**src/rtl/rsgg_pkg.sv**
```systemverilog
// Shared constants, types and jump-ahead tables for the reference signal Gold generator.
package rsgg_pkg;

    localparam int LFSR_W            = 31;
    localparam int DISCARD_CHIPS     = 1600;
    localparam int SYMS_PER_GROUP    = 8;
    localparam int CHIPS_PER_GROUP   = 2 * SYMS_PER_GROUP;
    localparam int CINIT_SHIFT       = 10;
    localparam int DEF_MAX_RESOURCE_BLOCKS = 110;

    localparam int SLOT_W     = 5;
    localparam int SYMBOL_W   = 3;
    localparam int CELL_ID_W  = 9;
    localparam int CHIP_W     = 16;
    localparam int FIRST_W    = 8;
    localparam int COUNT_W    = 4;
    localparam int SUM_W      = 8;
    localparam int MULT_W     = CELL_ID_W + 1;
    localparam int PROD_W     = SUM_W + MULT_W;
    localparam int CINIT_W    = PROD_W + CINIT_SHIFT;

    localparam int IN_DATA_W  = 8;
    localparam int OUT_DATA_W = 32;
    localparam int PADDR_W    = 3;
    localparam int PDATA_W    = 32;

    localparam logic REG_CELL_ID   = 1'b0;
    localparam logic REG_NORMAL_CP = 1'b1;

    typedef logic [LFSR_W-1:0] lfsr_t;
    typedef logic [LFSR_W-1:0][LFSR_W-1:0] jump_mat_t;

    function automatic lfsr_t x1_jump_state();
        lfsr_t s;
        logic  nb;
        s = lfsr_t'(1);
        for (int i = 0; i < DISCARD_CHIPS; i++)
        begin
            nb = s[0] ^ s[3];
            s  = {nb, s[LFSR_W-1:1]};
        end
        return s;
    endfunction

    function automatic jump_mat_t x2_jump_matrix();
        jump_mat_t m;
        lfsr_t     nb;
        for (int k = 0; k < LFSR_W; k++)
        begin
            m[k] = lfsr_t'(1) << k;
        end
        for (int i = 0; i < DISCARD_CHIPS; i++)
        begin
            nb = m[0] ^ m[1] ^ m[2] ^ m[3];
            for (int k = 0; k < LFSR_W - 1; k++)
            begin
                m[k] = m[k+1];
            end
            m[LFSR_W-1] = nb;
        end
        return m;
    endfunction

    localparam lfsr_t     X1_JUMP = x1_jump_state();
    localparam jump_mat_t X2_JUMP = x2_jump_matrix();

endpackage

```
**src/rtl/reference_signal_gold_generator_core.sv**
```systemverilog
// Top level of the cell reference signal Gold sequence generator.
// Each request (slot number, symbol index) yields ceil(2*MAX_RESOURCE_BLOCKS/8) result
// transactions (28 at the default), one per cycle unless m_tready stalls the output, each
// carrying the QPSK sign bits of up to eight symbols (four in the last at the default); the
// last one is flagged on m_tlast. The generator is a row of 31 bit cells that advances the
// x1/x2 pair by 16 chips per transaction, and the next request can follow without a gap. The
// init value and the 1600-chip jump are computed in seed registers a and b ahead of the
// cells and overlap the previous request. cell_id sits at byte address 0, normal_cp at 4.
module reference_signal_gold_generator_core
#(
    parameter int MAX_RESOURCE_BLOCKS = rsgg_pkg::DEF_MAX_RESOURCE_BLOCKS
)
(
    input  logic                              clk,
    input  logic                              rst_n,
    input  logic                              psel,
    input  logic                              penable,
    input  logic                              pwrite,
    input  logic [rsgg_pkg::PADDR_W-1:0]      paddr,
    input  logic [rsgg_pkg::PDATA_W-1:0]      pwdata,
    output logic [rsgg_pkg::PDATA_W-1:0]      prdata,
    output logic                              pready,
    input  logic                              s_tvalid,
    output logic                              s_tready,
    // [4:0] slot_num, [7:5] symbol_index
    input  logic [rsgg_pkg::IN_DATA_W-1:0]    s_tdata,
    output logic                              m_tvalid,
    input  logic                              m_tready,
    // [15:0] chip_bits, [23:16] first_symbol, [27:24] symbol_count, [31:28] zero
    output logic [rsgg_pkg::OUT_DATA_W-1:0]   m_tdata,
    output logic                              m_tlast
);
    import rsgg_pkg::*;

    localparam int TOTAL_SYMS = 2 * MAX_RESOURCE_BLOCKS;
    localparam int GROUPS     = (TOTAL_SYMS + SYMS_PER_GROUP - 1) / SYMS_PER_GROUP;
    localparam int GRP_W      = (GROUPS > 1) ? $clog2(GROUPS) : 1;
    localparam int LAST_COUNT = TOTAL_SYMS - SYMS_PER_GROUP * (GROUPS - 1);
    localparam logic [CHIP_W-1:0] LAST_MASK =
        CHIP_W'((33'd1 << (2 * LAST_COUNT)) - 33'd1);
    localparam int STRIDE     = CHIPS_PER_GROUP;

    logic [CELL_ID_W-1:0] cell_id_reg;
    logic                 normal_cp_reg;
    logic                 cfg_write;

    logic                 seed_valid;
    logic                 seed_ready;
    lfsr_t                x2_seed;

    logic                 gen_busy_reg;
    logic                 gen_busy_next;
    logic [GRP_W-1:0]     grp_reg;
    logic [GRP_W-1:0]     grp_next;
    logic                 gen_fire;
    logic                 gen_load;
    logic                 last_grp;
    logic                 out_free;

    lfsr_t                x1;
    lfsr_t                x2;
    lfsr_t                nx1;
    lfsr_t                nx2;

    logic                 out_valid_reg;
    logic                 out_valid_next;
    logic [CHIP_W-1:0]    out_chips_reg;
    logic [FIRST_W-1:0]   out_first_reg;
    logic [COUNT_W-1:0]   out_count_reg;
    logic                 out_last_reg;
    logic [CHIP_W-1:0]    chips;

    assign pready    = 1'b1;
    assign cfg_write = psel && penable && pwrite && pready;

    always_ff @(posedge clk or negedge rst_n)
    begin
        if (!rst_n)
        begin
            cell_id_reg   <= '0;
            normal_cp_reg <= 1'b1;
        end
        else if (cfg_write)
        begin
            unique case (paddr[2])
                REG_CELL_ID:   cell_id_reg   <= pwdata[CELL_ID_W-1:0];
                REG_NORMAL_CP: normal_cp_reg <= pwdata[0];
                default:       cell_id_reg   <= cell_id_reg;
            endcase
        end
    end

    always_comb
    begin
        unique case (paddr[2])
            REG_CELL_ID:   prdata = PDATA_W'(cell_id_reg);
            REG_NORMAL_CP: prdata = PDATA_W'(normal_cp_reg);
            default:       prdata = '0;
        endcase
    end

    rsgg_seed u_seed
    (
        .clk          (clk),
        .rst_n        (rst_n),
        .in_valid     (s_tvalid),
        .in_ready     (s_tready),
        .slot_num     (s_tdata[SLOT_W-1:0]),
        .symbol_index (s_tdata[SLOT_W+SYMBOL_W-1:SLOT_W]),
        .cell_id      (cell_id_reg),
        .normal_cp    (normal_cp_reg),
        .out_valid    (seed_valid),
        .out_ready    (seed_ready),
        .x2_seed      (x2_seed)
    );

    assign out_free   = !out_valid_reg || m_tready;
    assign gen_fire   = gen_busy_reg && out_free;
    assign last_grp   = (grp_reg == GRP_W'(GROUPS - 1));
    assign gen_load   = seed_valid && (!gen_busy_reg || (gen_fire && last_grp));
    assign seed_ready = gen_load;

    for (genvar j = 0; j < LFSR_W; j++)
    begin : g_cells
        if (j < LFSR_W - STRIDE)
        begin : g_move
            assign nx1[j] = x1[j+STRIDE];
            assign nx2[j] = x2[j+STRIDE];
        end
        else
        begin : g_feed
            localparam int K = j - (LFSR_W - STRIDE);
            assign nx1[j] = x1[K] ^ x1[K+3];
            assign nx2[j] = x2[K] ^ x2[K+1] ^ x2[K+2] ^ x2[K+3];
        end

        rsgg_cell u_cell
        (
            .clk      (clk),
            .load     (gen_load),
            .load_x1  (X1_JUMP[j]),
            .load_x2  (x2_seed[j]),
            .shift_en (gen_fire),
            .next_x1  (nx1[j]),
            .next_x2  (nx2[j]),
            .x1       (x1[j]),
            .x2       (x2[j])
        );
    end

    always_comb
    begin
        gen_busy_next = gen_busy_reg;
        grp_next      = grp_reg;
        if (gen_load)
        begin
            gen_busy_next = 1'b1;
            grp_next      = '0;
        end
        else if (gen_fire)
        begin
            if (last_grp)
            begin
                gen_busy_next = 1'b0;
                grp_next      = '0;
            end
            else
            begin
                grp_next = grp_reg + GRP_W'(1);
            end
        end
    end

    always_ff @(posedge clk or negedge rst_n)
    begin
        if (!rst_n)
        begin
            gen_busy_reg <= 1'b0;
            grp_reg      <= '0;
        end
        else
        begin
            gen_busy_reg <= gen_busy_next;
            grp_reg      <= grp_next;
        end
    end

    assign chips = x1[CHIP_W-1:0] ^ x2[CHIP_W-1:0];

    always_comb
    begin
        out_valid_next = out_valid_reg;
        if (gen_fire)
        begin
            out_valid_next = 1'b1;
        end
        else if (m_tready)
        begin
            out_valid_next = 1'b0;
        end
    end

    always_ff @(posedge clk or negedge rst_n)
    begin
        if (!rst_n)
        begin
            out_valid_reg <= 1'b0;
        end
        else
        begin
            out_valid_reg <= out_valid_next;
        end
    end

    always_ff @(posedge clk)
    begin
        if (gen_fire)
        begin
            out_chips_reg <= last_grp ? (chips & LAST_MASK) : chips;
            out_first_reg <= FIRST_W'({grp_reg, 3'b000});
            out_count_reg <= last_grp ? COUNT_W'(LAST_COUNT) : COUNT_W'(SYMS_PER_GROUP);
            out_last_reg  <= last_grp;
        end
    end

    assign m_tvalid = out_valid_reg;
    assign m_tdata  = OUT_DATA_W'({out_count_reg, out_first_reg, out_chips_reg});
    assign m_tlast  = out_last_reg;

endmodule

```
**src/rtl/rsgg_cell.sv**
```systemverilog
// One bit position of the x1/x2 shift register pair.
module rsgg_cell
(
    input  logic clk,
    input  logic load,
    input  logic load_x1,
    input  logic load_x2,
    input  logic shift_en,
    input  logic next_x1,
    input  logic next_x2,
    output logic x1,
    output logic x2
);

    logic x1_reg;
    logic x2_reg;

    always_ff @(posedge clk)
    begin
        if (load)
        begin
            x1_reg <= load_x1;
            x2_reg <= load_x2;
        end
        else if (shift_en)
        begin
            x1_reg <= next_x1;
            x2_reg <= next_x2;
        end
    end

    assign x1 = x1_reg;
    assign x2 = x2_reg;

endmodule

```
**src/rtl/rsgg_seed.sv**
```systemverilog
// Init value computation and x2 jump past the discarded chips.
module rsgg_seed
(
    input  logic                            clk,
    input  logic                            rst_n,
    input  logic                            in_valid,
    output logic                            in_ready,
    input  logic [rsgg_pkg::SLOT_W-1:0]     slot_num,
    input  logic [rsgg_pkg::SYMBOL_W-1:0]   symbol_index,
    input  logic [rsgg_pkg::CELL_ID_W-1:0]  cell_id,
    input  logic                            normal_cp,
    output logic                            out_valid,
    input  logic                            out_ready,
    output logic [rsgg_pkg::LFSR_W-1:0]     x2_seed
);
    import rsgg_pkg::*;

    logic               a_valid_reg;
    logic               a_valid_next;
    logic [PROD_W-1:0]  a_prod_reg;
    logic [CINIT_SHIFT-1:0] a_low_reg;
    logic               b_valid_reg;
    logic               b_valid_next;
    lfsr_t              b_x2_reg;
    logic               b_ready;
    logic               a_fire;
    logic               b_fire;
    logic [SUM_W-1:0]   sum;
    logic [MULT_W-1:0]  mult;
    logic [PROD_W-1:0]  prod;
    lfsr_t              cinit;
    lfsr_t              x2_jump;

    always_comb
    begin
        sum  = (SUM_W'(slot_num) << 3) - SUM_W'(slot_num)
             + SUM_W'(symbol_index) + SUM_W'(8);
        mult = {cell_id, 1'b1};
        prod = PROD_W'(sum) * PROD_W'(mult);
    end

    always_comb
    begin
        cinit = LFSR_W'({a_prod_reg, a_low_reg});
        for (int i = 0; i < LFSR_W; i++)
        begin
            x2_jump[i] = ^(X2_JUMP[i] & cinit);
        end
    end

    assign b_ready  = !b_valid_reg || out_ready;
    assign b_fire   = a_valid_reg && b_ready;
    assign in_ready = !a_valid_reg || b_ready;
    assign a_fire   = in_valid && in_ready;

    always_comb
    begin
        a_valid_next = a_valid_reg;
        b_valid_next = b_valid_reg;
        if (a_fire)
        begin
            a_valid_next = 1'b1;
        end
        else if (b_fire)
        begin
            a_valid_next = 1'b0;
        end
        if (b_fire)
        begin
            b_valid_next = 1'b1;
        end
        else if (out_ready)
        begin
            b_valid_next = 1'b0;
        end
    end

    always_ff @(posedge clk or negedge rst_n)
    begin
        if (!rst_n)
        begin
            a_valid_reg <= 1'b0;
            b_valid_reg <= 1'b0;
        end
        else
        begin
            a_valid_reg <= a_valid_next;
            b_valid_reg <= b_valid_next;
        end
    end

    always_ff @(posedge clk)
    begin
        if (a_fire)
        begin
            a_prod_reg <= prod;
            a_low_reg  <= {cell_id, normal_cp};
        end
        if (b_fire)
        begin
            b_x2_reg <= x2_jump;
        end
    end

    assign out_valid = b_valid_reg;
    assign x2_seed   = b_x2_reg;

endmodule
```
**config.mk**
```make
export PLATFORM = sky130hd
export DESIGN_NAME = reference_signal_gold_generator_core
export DESIGN_NICKNAME = d
export VERILOG_FILES = /design/src/rtl/rsgg_pkg.sv /design/src/rtl/reference_signal_gold_generator_core.sv /design/src/rtl/rsgg_cell.sv /design/src/rtl/rsgg_seed.sv
export SDC_FILE = /design/constraint.sdc
export NUM_CORES = 1
export LEC_CHECK = 0
export BUFFER_PORTS_ARGS = -buffer_cell sky130_fd_sc_hd__buf_2
export CORE_ASPECT_RATIO = 1.1
export CORE_MARGIN = 4
export CORE_UTILIZATION = 40
export DETAILED_ROUTE_END_ITERATION = 16
export GPL_TIMING_DRIVEN = 1
export MAX_ROUTING_LAYER = met4
export RECOVER_POWER = 25
export SLEW_MARGIN = 10
export SYNTH_ARGS = -nofsm -noshare
export SYNTH_HDL_FRONTEND = slang
export SYNTH_SLANG_ARGS = --single-unit
```
**constraint.sdc**
```tcl
create_clock -name clk -period 4 [get_ports clk]
set_input_delay 0.8 -clock clk [delete_from_list [all_inputs] [get_ports clk]]
set_output_delay 0.8 -clock clk [all_outputs]
set_load 0.03 [all_outputs]
```
* Word-level counts from Yosys, hierarchy flattened
Index checks and enable logic that the tools add are counted.
** Operators by class
- Add/sub/neg operators :: 4
- $mul :: 1
- Divide/modulo/power cells :: 0
- Order comparisons :: 0
- Equality and inequality tests :: 1
- Shift-type cells :: 0
- Mux-type cells :: 76
- Bitwise logic cells :: 66
- Reduce and logical (&&, ||, !) cells :: 54
** Operators with widths (number)
- XOR reduction 31 bit :: 31
- 2-to-1 mux 1 bit :: 71
- one-hot mux 32 bit (2 select lines) :: 1
- bitwise XOR 1 bit :: 64
- multiplier 8 x 10 -> 18 bit :: 1
- bitwise XOR 16 bit :: 1
- 2-to-1 mux 5 bit :: 3
- nonzero test 2 bit :: 5
- adder 8 x 3 -> 8 bit :: 1
- adder 8 x 4 -> 8 bit, second input constant :: 1
- subtractor 8 x 5 -> 8 bit :: 1
- logical AND 1 bit :: 7
- AND reduction 2 bit :: 3
- adder 5 x 1 -> 5 bit, second input constant :: 1
- == test 5 bit, second input constant :: 1
- zero test 1 bit :: 4
- logical OR 1 bit :: 4
- 2-to-1 mux 4 bit :: 1
- NOT 1 bit :: 1
** Word-level totals
- Register bits :: 166
- Latch bits :: 0
- Bits in writable memories :: 0
- Memory bits (read-only) :: 0
- Input bits :: 50
- Output and inout bits :: 68
- Logic and storage cells :: 279
- Memories :: 0

* Depth between registers and ports, before layout
Gate-level depths: netlist of the first run.
- Depth in word-level cells :: 10
- Mapped depth :: 25
- Depth with buffers taken out :: 25

* Hierarchy
A second synthesis of the first run with hierarchy kept.
** Second synthesis, totals
- Cells, all modules :: 915
- Area, all modules :: 11354.6 um2
** Modules (own cells, without submodules)
- rsgg_seed :: times used 1, cells each 552, area an instance 6194.7 um2, seq. area each 1821.7 um2
- rsgg_cell :: times used 31, cells each 5, area an instance 88.8 um2, seq. area each 60.1 um2
- reference_signal_gold_generator_core :: times used 1, cells each 208, area an instance 2406.1 um2, seq. area each 1117.3 um2

* Least setup slack after synthesis of the first run
No wires, ideal clock.
- Path kind :: input port to flip-flop
- From :: input port s_tdata[1] (netlist bit)
- To :: register u_seed.a_prod_reg[14], data pin
- Setup time :: 0.259 ns
- Arrival :: 5.900 ns
- Required time :: 3.741 ns
- Slack :: -2.159 ns
- Stages on the path :: 23
- Buffers on the path :: 0
- Cells stage by stage :: inv_1 ha_1 ha_1 fa_1 a21oi_1 o21bai_1 a21o_1 a21oi_1 xnor2_1 inv_1 fa_1 fa_1 inv_1 fa_1 inv_1 fa_1 inv_1 ha_1 nand2_1 o21ai_0 a21oi_1 o21ai_0 xnor2_1
** Between the ends
- Cells in the longest elaborated chain, start to end :: 4
** Ends and longest elaborated chain
- start, declared :: line reference_signal_gold_generator_core.sv:26 : input logic [rsgg_pkg::IN_DATA_W-1:0] s_tdata,
- subtractor 8 x 5 -> 8 bit :: line rsgg_seed.sv:36 : sum = (SUM_W'(slot_num) << 3) - SUM_W'(slot_num)
- adder 8 x 3 -> 8 bit :: line rsgg_seed.sv:37 : + SUM_W'(symbol_index) + SUM_W'(8);
- adder 8 x 4 -> 8 bit :: line rsgg_seed.sv:37
- multiplier 8 x 10 -> 18 bit :: line rsgg_seed.sv:39 : prod = PROD_W'(sum) * PROD_W'(mult);
- named net u_seed.prod[14] :: line rsgg_seed.sv:30 : logic [PROD_W-1:0] prod;
- end signal, assigned :: line rsgg_seed.sv:96 : a_prod_reg <= prod;
- end, declared :: line rsgg_seed.sv:20 : logic [PROD_W-1:0] a_prod_reg;
The timed path passes the listed nets, and every way through them passes these cells.
A chain may end at the register's enable or synchronous reset.

* Final worst setup path of the first run
- From :: input port s_tdata[1] (netlist bit)
- To :: register u_seed.a_prod_reg[13], data pin
Same word-level chain as after synthesis.

==> results of run 1 <==
## layout make-up
cell class	count	area [µm²]
inverters	90	340
well taps	352	440
clock inverters	5	37.5
fillers	2473	13500
clock buffers	27	515
flip-flops and latches	163	4490
multi-input cells	707	6170
repair buffers	143	946
## logic make-up (layout without fill, tap and decap cells)
kind of cell	count (synthesis)	in the layout	share of synthesized area (%)
xor gates and xnor gates	234	234	20.6
buffers and inverters	154	265	6.61
other	2	33	0.0692
and+or+nand+nor	236	236	9.95
AOI/OAI and AO/OA	92	92	5.24
muxes	12	12	1.25
DFF	163	163	41.4
adders and majority gates	100	100	14.9
## Yosys cell counts (24+ instances only)
cell	number	share of area (%)
a21oi_1	31	1.4
and2_1	43	2.5
buf_4	34	2.4
clkbuf_1	25	0.86
dfxtp_1	31	5.7
edfxtp_1	113	31
fa_1	49	9.0
ha_1	51	5.9
inv_1	89	3.1
nand2_1	133	4.6
nor2_1	24	0.83
xnor2_1	158	13
xor2_1	59	4.8
## power groups by stage
stage	sequential, mW	combinational [mW]	clock (mW)
after floorplan	3.00	4.98	0
after global placement	2.96	7.11	0
after detailed placement	2.97	7.22	0
after CTS	2.94	7.75	1.56
after global routing	2.98	9.12	1.63
final	2.93	8.13	1.51
## through the flow
step	hold WS, ns	instance area [µm²]
floorplan	0.423	11100
global placement	0.439	12100
detailed placement	0.444	12100
CTS	0.316	12900
global route	0.482	12900
finish	0.454	12900
## path summary, 6_finish.rpt
path / from / to / slack (ns)
max in group asynchronous: rst_n / u_seed.out_valid$_DFFE_PN0P_ / 2.81
worst max register to register: cell_id_reg[2]$_DFFE_PN0P_ / u_seed.a_prod_reg[13]$_DFFE_PP_ / -0.29
worst max-delay path: s_tdata[1] / u_seed.a_prod_reg[13]$_DFFE_PP_ / -1.49
worst min register to register: g_cells[23].u_cell.x1$_SDFFE_PP0P_ / g_cells[7].u_cell.x1$_SDFFE_PP0P_ / 0.45
min in group asynchronous: rst_n / cell_id_reg[1]$_DFFE_PN0P_ / 0.55
worst min-delay path: g_cells[23].u_cell.x1$_SDFFE_PP0P_ / g_cells[7].u_cell.x1$_SDFFE_PP0P_ / 0.45
## metal layers
metal	vias up	global-route usage [%]	share of wire [%]
li1	3395	-	-
met1	3345	17.6	40
met2	79	29.5	56
met3	35	2.23	2.0
met4	0	4.83	2.4
met5	-	-	0
## worst max-delay path, delay by kind of cell
family | cells | cell delay (ns)
AOI/OAI and AO/OA | 7 | 1.07
xor gates and xnor gates | 2 | 0.29
adders and majority gates | 8 | 2.88
buffers and inverters | 5 | 0.37
and+or+nand+nor | 2 | 0.23
## what timing repair did
item                       4_1_cts  5_1_grt
pin swaps                       38       22
resized for setup               46       26
gates cloned                     1        0
setup endpoints to repair       14       14
setup buffers                    6        5
==> out/metrics.csv, run 1 <==
metric,value,unit
run status,"complete, but fails checks",
failing checks,negative setup slack,
core area,0.0265,mm²
die area,0.0298,mm²
Syn Area/Cell,10.9,µm²
crit-path cells,"buf_8, inv_4, ha_4, ha_4, fa_2, a21oi_2, o21bai_1, a21o_1, a21oi_2, xnor2_2, and2_4, fa_1, inv_2, fa_1, fa_1, inv_1, fa_1, ha_4, a21o_1, a21o_1, a21oi_2, buf_4, nand2_2, xor2_1",
number of distinct library cells after synthesis,45,
Slew @ Worst Pin,1.06,ns
leakage,5.36,nW
final setup margin,-1.49,ns
Pre-antenna DRT Iters,4,
worst reg2reg path depth,13,
RSZ-0062 raised after global routing,true,
"flops & latches, synth",163,
Setup Slack @ Placement,-2.00,ns
Clock Latency Late Sink,0.42,ns
"Seq/Total Area, Yosys",41.4,%
layout cells sized above 1,22.1,%
fin nets,1272,
CTS tree,done,
Final HPWL DP,17600,µm
share of power burned in registers,23.3,%
Hold Path Class,reg -> reg,
Final setup viols,14,
most frequent cells in the layout,"xnor2_1, nand2_1, edfxtp_1",
routability-driven placement congestion ratio,0.892,
async set-reset flop share out of synthesis,11.7,%
Required @ worst endpoint,4.17,ns
initial core utilization,41.0,%
hold buffers post-CTS,0,
post-DR wirelength/cell,15.0,µm
clock skew,0.0119,ns
Yosys warnings,0,
GRT Residual Overflow,0,
# port buffers,59,
global-route wire length before repair,37000,µm
final hold viol count,0,
"EDFF count, synth",113,
Pwr Total,12.6,mW
final wirelength,22300,µm
vias in the first global route,7267,
Setup CP Type,in -> reg,
Final Cycle Share,137,%
"Reg clk slew, reported paths",0.06,ns
Die Span X,165,µm
CTS H-tree lvls,4,
Iteration-0 DRC Markers,338,
Sw Ratio,39.4,%
CP endpoint kind,flop,
worst vdd ir,0.000930,V
headroom to the max-slew limit,29.1,%
"Min Clock Period, post-route",5.49,ns
cell chosen for the clock root,clkbuf_16,
placed cell count,1443,
via-per-instance ratio,4.61,
pwr/cell area,972,mW/mm²
Synth Instances,993,
max-cap violation count,0,
Max Slew Vio Count,0,
achievable frequency,182,MHz
GRT Total Usage,16.0,%
# DRC,0,
CP max stage delay,0.53,ns
Die Y,181,µm
ant diodes,0,
Post-synth top flop,edfxtp_1,
CP arrival,5.67,ns
Rows,62,
largest net degree at the start of global routing,59,
Max clock buf depth,2,
CTS Sinks,163,
Worst path most repeated cell,fa_1,
fin util,48.9,%
Min-Delay Path Depth,2,
Comb power frac,64.7,%
Area Growth Syn to Fin,19.2,%
clock power share,12.0,%
final antenna-violating net count,0,
"most common cell after layout, fill and taps aside",xnor2_1,
routed vias,6854,
final std cells w/o fill,1487,
IO Pins,118,
crit-path max FO,6,
total negative setup slack,-16.51,ns
slowest CP cell,fa_1,
startpoint types,input pin,
internal power,7.62,mW
initial antenna violation count,0,
Mapped Area,0.0109,mm²
Psw,4.95,mW
CTS Buf Count,17,
Power figures use the tool's default switching activity.
==> inputs of run 2 (changes only) <==
- CAP_MARGIN: default -> 0
- CORE_MARGIN: 4 -> default
- CTS_BUF_LIST: default -> sky130_fd_sc_hd__clkbuf_16
==> run 2 against run 1 <==
  * The flow still finishes with violations (negative setup slack)
  * Hold slack gained 0.0054 ns
  * Combinational power shrank 1%
  * Power shrank 0.77%
  * Sequential power is essentially flat
  * Global-route usage grew 1.1 points
  * Clock skew shrank 0.00075 ns
  * Worst setup slack lost 0.047 ns
  * Clock-buffer cell count shrank 8
  * Sequential share of layout area grew 0.23 points
  * Routed wire length shrank 2.5%
  * Via count shrank 0.66%
  * Non-clock buffer count grew 1
  * Largest cell class unchanged
==> out/metrics.csv, run 2 (synthesis results as in run 1) <==
metric,value,unit
most frequent cells in the layout,"xnor2_1, nand2_1, edfxtp_1",
# port buffers,59,
Final HPWL DP,17000,µm
GRT Total Usage,17.1,%
routability-driven placement congestion ratio,0.851,
clock skew,0.0111,ns
Max Slew Vio Count,0,
Final setup viols,14,
"Min Clock Period, post-route",5.54,ns
CTS H-tree lvls,4,
min-delay src,g_cells[21].u_cell.x1$_SDFFE_PP0P_,
R2R setup slack,-0.38,ns
Hold Path Class,reg -> reg,
largest net degree at the start of global routing,59,
post-DR wirelength/cell,14.6,µm
crit-path max FO,6,
core area,0.0264,mm²
global-route wire length before repair,36000,µm
Min-Delay Path Depth,2,
via-per-instance ratio,4.58,
GRT Residual Overflow,0,
final setup margin,-1.54,ns
Max clock buf depth,2,
CTS tree,done,
fill count,2461,
slowest CP cell,fa_1,
Area Growth Syn to Fin,18.5,%
Pre-antenna DRT Iters,4,
CTS Sinks,163,
# DRC,0,
pwr/cell area,971,mW/mm²
Pwr Total,12.5,mW
FF+latch area,0.00449,mm²
cell family with most CP delay,adder cells,
Hold Path Sink,g_cells[5].u_cell.x1$_SDFFE_PP0P_,
worst vdd ir,0.000885,V
IO Pins,118,
achievable frequency,180,MHz
crit-path cells,"buf_8, inv_4, ha_4, ha_4, fa_2, a21oi_2, o21bai_1, a21o_1, a21oi_2, xnor2_2, buf_4, inv_2, fa_1, fa_1, inv_2, fa_1, inv_1, fa_1, inv_1, ha_4, a21o_1, o211ai_1, nand2_1, xor2_1",
Clock Latency Late Sink,0.43,ns
"most common cell after layout, fill and taps aside",xnor2_1,
headroom to the max-slew limit,22.2,%
Slew @ Worst Pin,1.17,ns
initial antenna violation count,0,
cell chosen for the clock root,clkbuf_16,
Multi-input gate area,0.00608,mm²
ant diodes,0,
max-cap violation count,0,
initial core utilization,41.1,%
Setup CP Type,in -> reg,
failing checks,negative setup slack,
leakage,5.39,nW
final wirelength,21800,µm
Rows,62,
Final Cycle Share,139,%
Iteration-0 DRC Markers,275,
Setup Slack @ Placement,-2.05,ns
fin nets,1273,
CTS Buf Count,17,
RSZ-0062 raised after global routing,true,
Buf/Inv on CP,7,
die area,0.0278,mm²
Reg2Reg Capture Point,u_seed.a_prod_reg[13]$_DFFE_PP_,
final hold viol count,0,
startpoint types,input pin,
routed vias,6809,
CP arrival,5.72,ns
Die Span X,159,µm
worst reg2reg path depth,16,
vias in the first global route,7199,
CP endpoint kind,flop,
"Reg clk slew, reported paths",0.06,ns
layout cells sized above 1,21.2,%
Worst path most repeated cell,fa_1,
CP max stage delay,0.51,ns
Required @ worst endpoint,4.18,ns
run status,"complete, but fails checks",
Die Y,175,µm
worst flop-to-flop path startpoint,cell_id_reg[2]$_DFFE_PN0P_,
final antenna-violating net count,0,
-- run 2: stage by stage --
stage                     hold WS [ns]  setup TNS [ns]  instances  util [%]  area, µm²
after detailed placement         0.446          -23.47       1444      45.8      12100
after floorplan                  0.423          -18.21       1024         -      11100
final                            0.459          -17.03       1488      48.7      12900
after global routing             0.486          -19.60       1488      48.7      12900
after global placement           0.441          -22.67       1444      45.8      12100
after CTS                        0.301          -16.09       1487      48.8      12900
-- run 2: cell type report --
cell class                 count  share of cell area, %
multi-input combinational    707                   47.3
inverter                      90                   2.65
timing repair buffer         144                   7.40
clock inverter                13                  0.555
sequential                   163                   34.9
clock buffer                  19                   3.70
tap                          352                   3.43
-- run 2: power breakdown --
group | internal [mW] | switching (mW)
Sequential | 2.59 | 0.342
Clock | 0.853 | 0.645
Combinational | 4.08 | 3.97
-- run 2: tightest hold or removal path: cells and delay by family, from the launching register on --
kind | cells | cell delay [ns]
flops | 1 | 0.31
simple gates | 1 | 0.05
compound gates | 1 | 0.05
-- run 2: repair_timing --
action,CTS,global route
setup buffers,11,4
pin swaps,33,21
gates resized for setup,38,19
cloned,0,0
endpoints found under the setup margin,14,14
hold buffers,0,0
-- run 2: routing by layer --
metal	routed length [µm]	GRT usage (%)
met4	465	6.53
met5	0	-
met2	12000	31.7
met3	373	2.11
met1	8870	18.6
-- run 2: worst max path at each step --
stage,start,cells after the start,slack [ns],end
after floorplan,s_tdata[6],22,-1.72,u_seed.a_prod_reg[16]$_DFFE_PP_
after global routing,s_tdata[1],24,-1.76,u_seed.a_prod_reg[13]$_DFFE_PP_
after global placement,s_tdata[1],23,-1.99,u_seed.a_prod_reg[16]$_DFFE_PP_
final,s_tdata[1],24,-1.54,u_seed.a_prod_reg[13]$_DFFE_PP_
after CTS,s_tdata[1],24,-1.50,u_seed.a_prod_reg[13]$_DFFE_PP_
after detailed placement,s_tdata[1],23,-2.05,u_seed.a_prod_reg[16]$_DFFE_PP_
==> inputs of run 3 (changes only) <==
- CORE_UTILIZATION: 40 -> 54
- PLACE_DENSITY: default -> 0.77
==> run 3 against run 2 <==
  * The flow still finishes with violations (negative setup slack)
  * Power up 9.3%
  * Sequential cell count unchanged
  * Combinational power up 12%
  * Utilization up 17 points
  * Global-route usage up 6.1 points
  * Clock power up 13%
  * Via count up 3.2%
==> out/metrics.csv, run 3 (synthesis results as in run 1) <==
metric,value,unit
Die Span X,137,µm
crit-path max FO,6,
Psw,5.51,mW
fill count,1439,
most frequent cells in the layout,"xnor2_1, nand2_1, edfxtp_1",
die area,0.0207,mm²
final hold viol count,0,
IO Pins,118,
placed cell area,0.0119,mm²
CTS H-tree lvls,4,
GRT Residual Overflow,0,
Hold Path Class,reg -> reg,
CTS Buf Count,17,
Clock Latency Late Sink,0.43,ns
routed vias,7028,
layout cells sized above 1,25.0,%
Max Slew Vio Count,0,
initial core utilization,55.0,%
routability-driven placement congestion ratio,0.879,
WHS,0.452,ns
global-route wire length before repair,35400,µm
Final Cycle Share,139,%
clock power share,12.4,%
total negative setup slack,-16.55,ns
ant diodes,0,
Sw Ratio,40.4,%
startpoint types,input pin,
run status,"complete, but fails checks",
min-delay src,g_cells[24].u_cell.x1$_SDFFE_PP0P_,
fin nets,1271,
final antenna-violating net count,0,
GRT Total Usage,23.2,%
core area,0.0197,mm²
Iteration-0 DRC Markers,375,
Final HPWL DP,16500,µm
Required @ worst endpoint,4.17,ns
"Reg clk slew, reported paths",0.06,ns
internal power,8.13,mW
Comb power frac,66.0,%
CTS tree,done,
CTS Sinks,163,
# DRC,0,
Final setup viols,14,
crit path from,s_tdata[1],
# port buffers,59,
achievable frequency,180,MHz
Die Y,151,µm
initial antenna violation count,0,
Max clock buf depth,2,
pwr/cell area,1050,mW/mm²
headroom to the max-slew limit,19.8,%
share of power burned in registers,21.6,%
Slew @ Worst Pin,1.20,ns
worst vdd ir,0.00125,V
RSZ-0062 raised after global routing,true,
Pwr Total,13.6,mW
Rows,54,
final instance area,0.0130,mm²
largest net degree at the start of global routing,59,
Setup CP Type,in -> reg,
CP endpoint kind,flop,
via-per-instance ratio,5.07,
final setup margin,-1.54,ns
Setup Slack @ Placement,-2.06,ns
"Min Clock Period, post-route",5.54,ns
hold buffers post-CTS,0,
"most common cell after layout, fill and taps aside",xnor2_1,
final wirelength,22600,µm
cell chosen for the clock root,clkbuf_16,
CP arrival,5.71,ns
post-DR wirelength/cell,16.3,µm
vias in the first global route,7282,
clock skew,0.0123,ns
failing checks,negative setup slack,
max-cap violation count,0,
Area Growth Syn to Fin,19.9,%
leakage,5.48,nW
worst flop-to-flop path startpoint,cell_id_reg[4]$_DFFE_PN0P_,
Pre-antenna DRT Iters,4,
run 3: cell count changes in the layout (fill, tap and decap cells not counted), moves of 5 or more:
cell,change
buf_2,+9
buf_6,+6
clkbuf_1,-18
ha_1,-5
inv_1,-13
inv_2,+5
inv_6,+7
run 3: critical path, stage by stage:
cell and delay [ns]:
buf_8 0.10, inv_4 0.05, ha_4 0.19, ha_4 0.16, fa_2 0.34, a21oi_2 0.12, o21bai_1 0.10, a21o_1 0.18
a21oi_2 0.15, xnor2_2 0.12, and2_1 0.17, fa_1 0.49, inv_2 0.04, fa_1 0.45, fa_1 0.49, inv_1 0.05
fa_1 0.53, ha_4 0.23, a21o_1 0.20, a21o_1 0.18, a21oi_2 0.18, nand2b_4 0.15, nand3_2 0.07, xnor2_1 0.14
run 3: per-layer routing:
| metal | part of all wire (%) | up-vias | GRT usage, % |
|---|---|---|---|
| met3 | 2.5 | 55 | 3.77 |
| li1 | - | 3390 | - |
| met5 | 0 | - | - |
| met2 | 57 | 136 | 43.6 |
| met4 | 3.9 | 0 | 10.2 |
| met1 | 37 | 3447 | 23.4 |
run 3: repair_timing:
action | CTS | global route
gates resized for setup | 28 | 56
buffers inserted | 8 | 9
setup endpoints to repair | 14 | 14
pin swaps | 30 | 29
run 3: path summary, 6_finish.rpt:
kind                                                endpoint  slack [ns]  cells after the start
setup / recovery             u_seed.a_prod_reg[17]$_DFFE_PP_       -1.54                     24
hold / removal             g_cells[8].u_cell.x1$_SDFFE_PP0P_        0.45                      2
setup reg to reg             u_seed.a_prod_reg[15]$_DFFE_PP_       -0.35                     14
hold reg to reg            g_cells[8].u_cell.x1$_SDFFE_PP0P_        0.45                      2
max in group asynchronous       u_seed.out_valid$_DFFE_PN0P_        2.89                      1
min in group asynchronous             grp_reg[1]$_DFFE_PN0P_        0.51                      1
run 3: area by class of cell:
class,count,area [µm²],area share [%]
multi-input combinational,707,6230,47.9
sequential,163,4490,34.5
timing repair buffer,142,1010,7.77
clock buffer,17,425,3.27
inverter,90,345,2.66
tap,252,315,2.42
clock inverter,15,191,1.47
run 3: power by group through the flow:
stage / logic [mW] / clock network, mW / registers [mW]
6_report: 9.00 / 1.70 / 2.94
2_1_floorplan: 4.98 / 0 / 3.00
3_5_place_dp: 7.26 / 0 / 2.97
4_1_cts: 7.86 / 1.71 / 2.94
5_1_grt: 9.84 / 1.78 / 2.99
3_3_place_gp: 7.01 / 0 / 2.96
run 3: stage by stage:
stage | utilization (%) | cells
4_1_cts | 64.4 | 1378
2_1_floorplan | - | 1024
5_1_grt | 65.9 | 1386
6_report | 65.9 | 1386
3_5_place_dp | 60.3 | 1339
3_3_place_gp | 60.3 | 1339
